$ cat config.mk
export PLATFORM = sky130hd
export DESIGN_NAME = atom_token_classifier
export DESIGN_NICKNAME = d
export VERILOG_FILES = /design/src/design/atc_pkg.sv /design/src/design/atom_token_classifier.sv /design/src/design/atc_scan.sv
export SDC_FILE = /design/constraint.sdc
export NUM_CORES = 1
export LEC_CHECK = 0
export BUFFER_PORTS_ARGS = -buffer_cell sky130_fd_sc_hd__buf_2
export CAP_MARGIN = 20
export CORE_AREA = 2 2 100 102
export DETAILED_ROUTE_END_ITERATION = 7
export DIE_AREA = 0 0 102 104
export SYNTH_ARGS = -nofsm -noshare
export SYNTH_HDL_FRONTEND = slang
export SYNTH_SLANG_ARGS = --single-unit
export TNS_END_PERCENT = 50
$ cat constraint.sdc
create_clock -name clk -period 5.05 [get_ports clk]
set_clock_uncertainty 0.15 [all_clocks]
set_input_delay 0.7575 -clock clk [delete_from_list [all_inputs] [get_ports clk]]
set_output_delay 0.7575 -clock clk [all_outputs]
set_load 0.01 [all_outputs]
$ cat src/design/atc_pkg.sv
// shared types, constants and per-character helper functions for the atom classifier
package atc_pkg;

  localparam int unsigned CODE_W      = 21;
  localparam int unsigned BYTE_W      = 8;
  localparam int unsigned LEN_W       = 16;
  localparam int unsigned MAX_ATOM    = 64;
  localparam int unsigned COUNT_WIDTH = 16;
  localparam int unsigned LIT_W       = 4;
  localparam int unsigned NF_W        = 5;

  localparam longint unsigned CNT_MAX_L = (64'd1 << COUNT_WIDTH) - 64'd1;
  localparam longint unsigned LIMIT_L   =
    (64'(MAX_ATOM) < CNT_MAX_L) ? 64'(MAX_ATOM) : CNT_MAX_L;
  localparam logic [COUNT_WIDTH-1:0] CNT_MAX    = COUNT_WIDTH'(CNT_MAX_L);
  localparam logic [COUNT_WIDTH-1:0] ATOM_LIMIT = COUNT_WIDTH'(LIMIT_L);
  localparam longint unsigned LEN_MAX_L = (64'd1 << LEN_W) - 64'd1;

  // number recognizer flag positions
  localparam int unsigned NF_DEAD  = 0;
  localparam int unsigned NF_DIGIT = 1;
  localparam int unsigned NF_DOT   = 2;
  localparam int unsigned NF_EXP   = 3;
  localparam int unsigned NF_ESIGN = 4;
  localparam logic [NF_W-1:0] NF_DEAD_ONLY = NF_W'(1) << NF_DEAD;

  // literal prefix tracker states
  localparam logic [LIT_W-1:0] LIT_NONE       = 4'd0;
  localparam logic [LIT_W-1:0] LIT_NIL_START  = 4'd1;
  localparam logic [LIT_W-1:0] LIT_NIL_DONE   = 4'd3;
  localparam logic [LIT_W-1:0] LIT_TRUE_START = 4'd4;
  localparam logic [LIT_W-1:0] LIT_TRUE_DONE  = 4'd7;
  localparam logic [LIT_W-1:0] LIT_FALSE_START = 4'd8;
  localparam logic [LIT_W-1:0] LIT_FALSE_DONE = 4'd12;

  typedef enum logic [2:0] {
    CLS_NUMBER  = 3'd0,
    CLS_KEYWORD = 3'd1,
    CLS_NIL     = 3'd2,
    CLS_BOOLEAN = 3'd3,
    CLS_SYMBOL  = 3'd4
  } token_class_t;

  typedef struct packed {
    logic                   in_atom;
    logic [COUNT_WIDTH-1:0] count;
    logic                   first_colon;
    logic [LIT_W-1:0]       lit;
    logic [NF_W-1:0]        nf;
  } atc_state_t;

  localparam atc_state_t STATE_CLEAR = '0;

  typedef struct packed {
    logic         emit;
    token_class_t cls;
    logic [LEN_W-1:0] len;
  } atc_result_t;

  // byte expected after each partial literal match, zero when none
  function automatic logic [BYTE_W-1:0] lit_expect(input logic [LIT_W-1:0] s);
    logic [BYTE_W-1:0] e;
    case (s)
      4'd1:    e = "i";
      4'd2:    e = "l";
      4'd4:    e = "r";
      4'd5:    e = "u";
      4'd6:    e = "e";
      4'd8:    e = "a";
      4'd9:    e = "l";
      4'd10:   e = "s";
      4'd11:   e = "e";
      default: e = '0;
    endcase
    return e;
  endfunction

  function automatic logic [LIT_W-1:0] lit_next(input logic [LIT_W-1:0] s,
                                                input logic [BYTE_W-1:0] b,
                                                input logic first);
    logic [LIT_W-1:0]  r;
    logic [BYTE_W-1:0] e;
    e = lit_expect(s);
    r = LIT_NONE;
    if (first) begin
      if (b == "n") r = LIT_NIL_START;
      else if (b == "t") r = LIT_TRUE_START;
      else if (b == "f") r = LIT_FALSE_START;
    end else if (e != '0 && e == b) begin
      r = s + LIT_W'(1);
    end
    return r;
  endfunction

  function automatic logic [NF_W-1:0] num_next(input logic [NF_W-1:0] f_in,
                                               input logic [BYTE_W-1:0] b,
                                               input logic first);
    logic [NF_W-1:0] f;
    logic            sign;
    f    = f_in;
    sign = (b == "+") || (b == "-");
    if (f[NF_DEAD]) begin
      return f;
    end
    if (first && sign) begin
      return f;
    end
    if (f[NF_ESIGN] && sign) begin
      f[NF_ESIGN] = 1'b0;
      return f;
    end
    f[NF_ESIGN] = 1'b0;
    if (b inside {["0":"9"]}) begin
      f[NF_DIGIT] = 1'b1;
      return f;
    end
    if (b == ".") begin
      if (f[NF_EXP] || f[NF_DOT]) return NF_DEAD_ONLY;
      f[NF_DOT] = 1'b1;
      return f;
    end
    if (b == "e" || b == "E") begin
      if (f[NF_EXP] || !f[NF_DIGIT]) return NF_DEAD_ONLY;
      f[NF_EXP]   = 1'b1;
      f[NF_ESIGN] = 1'b1;
      return f;
    end
    return NF_DEAD_ONLY;
  endfunction

endpackage

$ cat src/design/atom_token_classifier.sv
// top level of the atom classifier: scan state, result register and handshakes
//
// usage
//   input channel: one character code per word on in_char_code (in_valid/in_ready);
//   code 0 marks end of input and closes any open atom like a delimiter
//   result channel: one word per finished atom on out_token_class and
//   out_atom_length (out_valid/out_ready); delimiters between atoms give nothing
//   result: the result of the delimiter that closes an atom is registered and
//   presented in the cycle after that delimiter is accepted
//   throughput: one character per cycle unless stalled; shallow logic updates
//   the scan state in the accepting cycle and the result register is the only stage
//   stall: in_ready stays high while the result register is empty or being
//   drained this cycle; a held result blocks only new characters, the scan
//   state is kept intact meanwhile
//   reset: rst_n is synchronous, active low; it drops any pending result and
//   leaves the scanner between atoms with all match trackers cleared
module atom_token_classifier (
  input  logic                          clk,
  input  logic                          rst_n,
  input  logic                          in_valid,
  output logic                          in_ready,
  input  logic [atc_pkg::CODE_W-1:0]    in_char_code,
  output logic                          out_valid,
  input  logic                          out_ready,
  output logic [2:0]                    out_token_class,
  output logic [atc_pkg::LEN_W-1:0]     out_atom_length
);

  // scan state and result register
  atc_pkg::atc_state_t          state_r;
  atc_pkg::atc_state_t          state_nxt;
  atc_pkg::atc_result_t         res;
  logic                         out_valid_r;
  logic                         out_valid_nxt;
  atc_pkg::token_class_t        cls_r;
  logic [atc_pkg::LEN_W-1:0]    len_r;
  logic                         in_fire;

  // result register frees up as soon as the receiver takes the held word
  assign in_ready = !out_valid_r || out_ready;
  assign in_fire  = in_valid && in_ready;

  atc_scan u_scan (
    .code (in_char_code),
    .cur  (state_r),
    .nxt  (state_nxt),
    .res  (res)
  );

  always_comb begin
    out_valid_nxt = out_valid_r;
    if (in_fire && res.emit) begin
      out_valid_nxt = 1'b1;
    end else if (out_ready) begin
      out_valid_nxt = 1'b0;
    end
  end

  // control state
  always_ff @(posedge clk) begin
    if (!rst_n) begin
      state_r     <= atc_pkg::STATE_CLEAR;
      out_valid_r <= 1'b0;
    end else begin
      out_valid_r <= out_valid_nxt;
      if (in_fire) begin
        state_r <= state_nxt;
      end
    end
  end

  // result payload, loaded only when an atom closes
  always_ff @(posedge clk) begin
    if (in_fire && res.emit) begin
      cls_r <= res.cls;
      len_r <= res.len;
    end
  end

  assign out_valid       = out_valid_r;
  assign out_token_class = cls_r;
  assign out_atom_length = len_r;

`ifndef SYNTHESIS
  // closing an open atom always produces a word next cycle
  a_close_emits: assert property (@(posedge clk) disable iff (!rst_n)
    (in_fire && res.emit) |=> out_valid_r)
    else $error("closed atom produced no result");

  // a held result is not dropped while the receiver stalls
  a_hold: assert property (@(posedge clk) disable iff (!rst_n)
    (out_valid_r && !out_ready) |=> out_valid_r)
    else $error("stalled result lost");

  // results only come from non-empty atoms
  a_nonempty: assert property (@(posedge clk) disable iff (!rst_n)
    out_valid_r |-> (len_r != '0))
    else $error("result for empty atom");

  // between atoms the trackers sit cleared
  a_idle_clear: assert property (@(posedge clk) disable iff (!rst_n)
    !state_r.in_atom |-> (state_r == atc_pkg::STATE_CLEAR))
    else $error("scan state not cleared between atoms");

  // an over-long atom can only end as a symbol
  a_too_long: assert property (@(posedge clk) disable iff (!rst_n)
    (state_r.count > atc_pkg::ATOM_LIMIT) |->
      (state_r.lit == atc_pkg::LIT_NONE && !state_r.first_colon &&
       state_r.nf == atc_pkg::NF_DEAD_ONLY))
    else $error("over-long atom still matchable");
`endif

endmodule

$ cat src/design/atc_scan.sv
// per-character next-state and finished-atom classification logic
module atc_scan (
  input  logic [atc_pkg::CODE_W-1:0] code,
  input  atc_pkg::atc_state_t        cur,
  output atc_pkg::atc_state_t        nxt,
  output atc_pkg::atc_result_t       res
);

  logic                       delim;
  logic                       first;
  logic [atc_pkg::BYTE_W-1:0] b;
  logic [63:0]                cnt64;
  atc_pkg::atc_state_t        base;

  assign b     = code[atc_pkg::BYTE_W-1:0];
  assign first = !cur.in_atom || (cur.count == '0);
  assign cnt64 = 64'(cur.count);

  always_comb begin
    delim = code inside {21'd0, 21'd32, 21'd9, 21'd10, 21'd13, 21'd12, 21'd11,
                         21'd40, 21'd41, 21'd91, 21'd93, 21'd123, 21'd125,
                         21'd34, 21'd59, 21'd39, 21'd96, 21'd126, 21'd44};
  end

  always_comb begin
    base = cur.in_atom ? cur : atc_pkg::STATE_CLEAR;
    nxt  = atc_pkg::STATE_CLEAR;
    res.emit = 1'b0;
    res.len  = (cnt64 > atc_pkg::LEN_MAX_L) ? '1 : cnt64[atc_pkg::LEN_W-1:0];
    if (cur.lit == atc_pkg::LIT_NIL_DONE) begin
      res.cls = atc_pkg::CLS_NIL;
    end else if (cur.lit == atc_pkg::LIT_TRUE_DONE || cur.lit == atc_pkg::LIT_FALSE_DONE) begin
      res.cls = atc_pkg::CLS_BOOLEAN;
    end else if (!cur.nf[atc_pkg::NF_DEAD] && cur.nf[atc_pkg::NF_DIGIT]) begin
      res.cls = atc_pkg::CLS_NUMBER;
    end else if (cur.first_colon && cur.count > atc_pkg::COUNT_WIDTH'(1)) begin
      res.cls = atc_pkg::CLS_KEYWORD;
    end else begin
      res.cls = atc_pkg::CLS_SYMBOL;
    end

    if (delim) begin
      res.emit = cur.in_atom;
    end else begin
      nxt.in_atom     = 1'b1;
      nxt.first_colon = first ? (b == ":") : base.first_colon;
      nxt.lit         = atc_pkg::lit_next(base.lit, b, first);
      nxt.nf          = atc_pkg::num_next(base.nf, b, first);
      // atom is past the length limit: only symbol remains possible
      if (base.count >= atc_pkg::ATOM_LIMIT) begin
        nxt.nf          = atc_pkg::NF_DEAD_ONLY;
        nxt.first_colon = 1'b0;
        nxt.lit         = atc_pkg::LIT_NONE;
      end
      nxt.count = (base.count < atc_pkg::CNT_MAX) ? base.count + atc_pkg::COUNT_WIDTH'(1)
                                                  : base.count;
    end
  end

endmodule

# After elaboration in Yosys (flattened, before gate mapping)
# Memory sizes are Yosys's and may differ from the RTL's.
# Index checks and enable logic that the tools add are counted.
[classes]
add_sub_neg = 2
order_cmp = 6
n_eq_ne = 32
n_mux = 85
reduce_logical = 27
[ops]
columns = ["operator", "n"]
rows = [
  ["== test 21 x 6 -> 1 bit (second input constant)", 7],
  ["== test 21 x 7 -> 1 bit (second input constant)", 6],
  ["== test 21 x 4 -> 1 bit (second input constant)", 5],
  ["two-way mux 5 bit", 19],
  ["two-way mux 1 bit", 54],
  ["== test 8 x 7 -> 1 bit (second input constant)", 5],
  ["== test 8 x 6 -> 1 bit (second input constant)", 4],
  ["two-way mux 27 bit", 1],
  ["two-way mux 26 bit", 1],
  ["zero test 21 bit", 1],
  ["two-way mux 4 bit", 5],
  ["nonzero test 19 bit", 1],
  ["adder 16 x 1 -> 16 bit (second input constant)", 1],
  [">= comparator 16 x 7 -> 1 bit (second input constant)", 1],
  ["greater-than comparator 16 x 1 -> 1 bit (second input constant)", 1],
  ["greater-than comparator 16 bit (second input constant)", 1],
  ["zero test 16 bit", 1],
  ["< comparator 16 bit (second input constant)", 1],
  ["two-way mux 16 bit", 1],
  ["two-way mux 10 bit", 1],
  ["== test 8 bit", 1],
  [">= comparator 8 x 6 -> 1 bit (second input constant)", 1],
  ["less-or-equal comparator 8 x 6 -> 1 bit (second input constant)", 1],
  ["logical AND 1 bit", 8],
  ["15 further kinds", 24],
]
[word_totals]
reg_bits = 47
rom_bits = 112
inputBits = 25
out_inout_bits = 21
elab_cells = 163
n_memories = 1
[memory_table]
columns = ["memory", "depth", "width", "read_ports", "rd_ports_with_merged_regs", "wr", "line", "source"]
rows = [
  ["(name not given)", 16, 7, 1, 0, 0, "atc_pkg.sv:63", "case (s)"],
]

# Longest topological paths before layout
[depth]
depth_word = 34
mapped_depth = 15
mapped_depth_nobuf = 9

# By module
# Synthesis repeated with hierarchy kept, for this count alone.
[hier_totals]
hier_cells = 411
hier_area_um2 = 3523.4
[modules_own_cells]
columns = ["module", "n_inst", "cells_per_inst", "area_per_inst_um2", "seq_area_each_um2"]
rows = [
  ["atc_scan", 1, 269, 1794.2, 0.0],
  ["atom_token_classifier", 1, 142, 1729.2, 1131.1],
]

# Worst setup path after synthesis
# OpenSTA, ideal clock, no wires.
[synth_timing]
path_type = "reg2reg"
start = "register state_r[26] in the netlist's numbering"
end = "register state_r[5] in the netlist's numbering"
setup_time_ps = 128
arrival_time_ps = 3173
required_ps = 4772
slack_ps = 1599
path_stages_with_launch = 14
n_path_buf = 5
synth_period_minus_slack_ps = 3451
cell_sequence = "dfxtp_1 -> buf_6 -> buf_4 -> buf_2 -> clkbuf_1 -> buf_1 -> nand2_1 -> ha_1 -> and4bb_1 -> o41a_1 -> a2111oi_2 -> nor4_2 -> a41oi_1 -> o21ai_1"
[synth_via]
elab_chain_len = 9
elab_cells_between_ends = 14
classes_between = "add/sub: 1; order compare: 1; eq/ne: 1; mux: 6; reduce/logical: 4; memory: 1"
[synth_rtl]
columns = ["element", "line", "source"]
rows = [
  ["start, declared", "atom_token_classifier.sv:30", "atc_pkg::atc_state_t state_r;"],
  ["start signal, assigned", "atom_token_classifier.sv:62", "state_r <= atc_pkg::STATE_CLEAR;"],
  ["start signal, assigned", "atom_token_classifier.sv:67", "state_r <= state_nxt;"],
  ["two-way mux 26 bit", "atc_scan.sv:26", "base = cur.in_atom ? cur : atc_pkg::STATE_CLEAR;"],
  ["memory read (16 x 7 bit)", "--", ""],
  ["two-way mux 8 bit", "atc_scan.sv:42", "if (delim) begin"],
  ["== test 8 bit or nonzero test 8 bit (tied branches)", "atc_pkg.sv:89", "end else if (e != '0 && e == b) begin"],
  ["logical AND 1 bit", "atc_pkg.sv:89", ""],
  ["two-way mux 4 bit", "atc_pkg.sv:89", ""],
  ["two-way mux 4 bit", "atc_pkg.sv:85", "if (first) begin"],
  ["two-way mux 10 bit *", "atc_scan.sv:50", "if (base.count >= atc_pkg::ATOM_LIMIT) begin"],
  ["two-way mux 27 bit *", "atc_scan.sv:42", ""],
]
# Mark *: on every way between the ends. The rest lies on a longest branch, timed or not. The select of a mux whose other input is x is not followed.
# A chain may end at the register's enable or synchronous reset.

# Final worst setup path
[layout_timing]
start = "input port in_char_code[2] in the netlist's numbering"
end = "register len_r, in the netlist out_atom_length[8], enable pin"
[layout_via]
elab_chain_len = 4
elab_cells_between_ends = 22
classes_between = "eq/ne: 18; mux: 1; reduce/logical: 3"
[layout_rtl]
columns = ["element", "line", "source"]
rows = [
  ["start, declared", "atom_token_classifier.sv:22", "input logic [atc_pkg::CODE_W-1:0] in_char_code,"],
  ["== test 21 x 6 -> 1 bit (tied with other cells)", "atc_scan.sv:20", "delim = code inside {21'd0, 21'd32, 21'd9, 21'd10, 21'd13, 21'd12, 21'd11,"],
  ["nonzero test 19 bit *", "atc_scan.sv:20", ""],
  ["two-way mux 1 bit *", "atc_scan.sv:42", ""],
  ["logical AND 1 bit *", "atom_token_classifier.sv:74", "if (in_fire && res.emit) begin"],
  ["end signal, assigned", "atom_token_classifier.sv:76", "len_r <= res.len;"],
  ["end, declared", "atom_token_classifier.sv:36", "logic [atc_pkg::LEN_W-1:0] len_r;"],
]
# Mark *: on every way between the ends. The rest lies on a longest branch, timed or not.

==> impl_metrics.ini <==
[run_status]
outcome = finished clean

[power]
p_clk_share_pct = 33.0
power_frac_comb_pct = 10.5
switching_share_pct = 24.7
p_per_area_mw_per_mm2 = 197
irDropWorstVdd_mv = 0.0901
p_int_uw = 529
p_switching_uw = 174
seqPwrFrac_pct = 56.5
power_leakage_uw = 0.00123

[grt]
grt_pass1_vias = 2929
grt_overflow = 0
grt_use_met1_pct = 20.7
antenna_found_initial = 0
grt_max_degree = 36
grt_use_total_pct = 15.6
busiest_layer = met2
use_met2_pct = 26.7
grt_pass1_wl_um = 13900
met3_usage_pct = 1.81

[timing]
grt_setup_unrepaired = no
fin_setup_tns_ps = 0
fin_crit_sh_pct = 59.5
tightest_slew_ps = 1050
fin_crit_ps = 3000
finalSetupViolations = 0
hold_viol = 0
max_freq_mhz = 333
slew-limit-headroom_pct = 29.7
hold_slack_ps = 325
maxSlewViolCount = 0

[worst_setup_path]
crit_path_end_kind = flop
cp.required_ps = 4900
critPathKind = primary input to flop
worstPathArrival_ps = 2850
crit_fanout = 35
r2r_slack_ps = 2100
start_kind = primary input

[run]
maxCapViolations = 0

[synthesis]
yosysSeqAreaShare_pct = 34.8
synthesis.area_mm2 = 0.00325
syn_avg_cell_area_um2 = 8.30
syn-num-nets = 423
synth_warnings = 0
synthFlopType = dfxtp_1
async_reset_ff_share_pct = 0
synthCells = 391
synth_edf_count = 19
synth_seq_cells = 47
yosysUniqueCellTypes = 66

[floorplanning]
chipWidth_um = 102
core_mm2 = 0.00955
ios = 46
die_h_um = 104
start_util_pct = 34.0
die-area_mm2 = 0.0106
std_cell_rows = 36

[finish]
area_growth_syn_to_layout_pct = 10.2
final_cell_area_mm2 = 0.00358
seq_area_mm2 = 0.00113
multiInputGateArea_mm2 = 0.00189
nNetsFinal = 448
utilization_pct = 37.5
stdcell_count = 550
drive_gt1_share_pct = 17.3
n_antenna_cell = 0
fillers = 1022

[cts]
h-tree-depth = 2
post_cts_buffers = 0
clock_path_buffers = 2
cts-root-buf = clkbuf_8
tritoncts = done
postCtsHoldBufs = 0
post_cts_resized = 0
insertion_delay_ps = 300
cts_buffers = 5
clkTransAtPathRegs_ps = 90
clkSinkCount = 47

[detailed_routing]
postRouteAntennaNets = 0
wl_per_cell_um = 14.7
drt_iter0_drc = 202
drc = 0
routed_wirelength_um = 8090
vias = 3058
drt_first_pass_iters = 4
vias_per_cell = 5.56

[place]
portBuffers = 45
place.gp.congestion = 0.861
place_area_mm2 = 0.00348
dp_hpwl_um = 5780
dp.cells = 541

[min_path]
hold_class = flop to flop
power groups by stage:
stage	sequential (uW)	clock, uW	combinational (uW)
finish	397	232	73.9
global route	398	247	82.3
CTS	397	234	72.8
detailed placement	406	0	72.5
global placement	406	0	71.8
floorplan	404	0	51.9
final cells by class:
type	instances	area share, %
timing repair buffer	50	7.34
clock buffer	7	2.41
tap	133	4.65
sequential	47	31.6
multi-input combinational	302	52.8
inverter	10	1.05
clock inverter	1	0.105
worst paths after layout:
check,start,end,cells after the start
worst min register to register,state_r[4]$_SDFFE_PN0P_,state_r[4]$_SDFFE_PN0P_,2
worst max-delay path,in_char_code[2],out_atom_length[8]$_DFFE_PP_,8
worst max register to register,state_r[26]$_SDFFE_PN0P_,state_r[25]$_SDFFE_PN0P_,10
worst min-delay path,state_r[4]$_SDFFE_PN0P_,state_r[4]$_SDFFE_PN0P_,2
routing by layer:
metal | up-vias | share of wire, %
met5 | - | 0
met1 | 1443 | 46
met3 | 9 | 4.1
met4 | 0 | 1.4
li1 | 1520 | -
met2 | 86 | 48
registers in the layout, summed over array words and instances, names as in the netlist:
signal and count:
out_valid 1, state_r 27, out_token_class 3, out_atom_length 16
placed cells by master (no fill, tap or decap), types with 4 or more instances in the layout:
master	Yosys	final
dfxtp_1	28	28
ha_1	7	7
o31ai_1	7	7
nor2_1	25	25
o311ai_1	4	4
edfxtp_1	19	19
nand3_1	17	17
buf_2	12	45
nand4_1	19	19
clkbuf_8	0	6
and2_1	4	4
o21a_1	4	4
nor3_1	12	12
nor4_1	16	16
o211ai_1	4	4
a21oi_1	17	17
buf_4	4	5
nor3b_1	5	5
inv_1	10	10
and3_1	5	5
o21ai_0	13	13
nand2_1	55	55
a31oi_1	5	5
o21ai_1	6	6
xnor2_1	6	6
nor2b_1	6	6
cells in the mapped netlist, types with 6 or more instances:
cell type | count | area share, %
nor2_1 | 25 | 2.9
buf_2 | 12 | 1.8
dfxtp_1 | 28 | 17
inv_1 | 10 | 1.2
nand2_1 | 55 | 6.4
a21oi_1 | 17 | 2.6
nand3_1 | 17 | 2.6
o31ai_1 | 7 | 1.6
nor2b_1 | 6 | 1.2
clkbuf_1 | 10 | 1.2
nand4_1 | 19 | 3.7
o21ai_1 | 6 | 0.92
edfxtp_1 | 19 | 18
nor3_1 | 12 | 1.8
ha_1 | 7 | 2.7
o21ai_0 | 13 | 2.0
nor4_1 | 16 | 3.1
xnor2_1 | 6 | 1.6
kinds of logic (layout without fill, tap and decap cells):
family                     Yosys count  in the layout  share of synthesized area, %
muxes                                3              3                         0.925
buffers and inverters               42             68                          6.94
adders and majority gates            7              7                          2.70
and+or+nand+nor                    194            194                          32.8
DFF                                 47             47                          34.8
xor gates and xnor gates             8              8                          2.16
AOI/OAI and AO/OA                   90             90                          19.6
worst max-delay path, stage by stage:
cell	delay [ps]
buf_2	180
or4_1	530
o31ai_1	90
o21ai_1	100
a31o_1	210
buf_4	250
nor2_1	420
buf_4	310
per-stage QoR:
step,setup slack [ps],power (uW)
finish,2050,703
global route,1860,727
CTS,2030,704
detailed placement,1720,478
global placement,1780,478
floorplan,1600,456
Power figures use the tool's default switching activity.
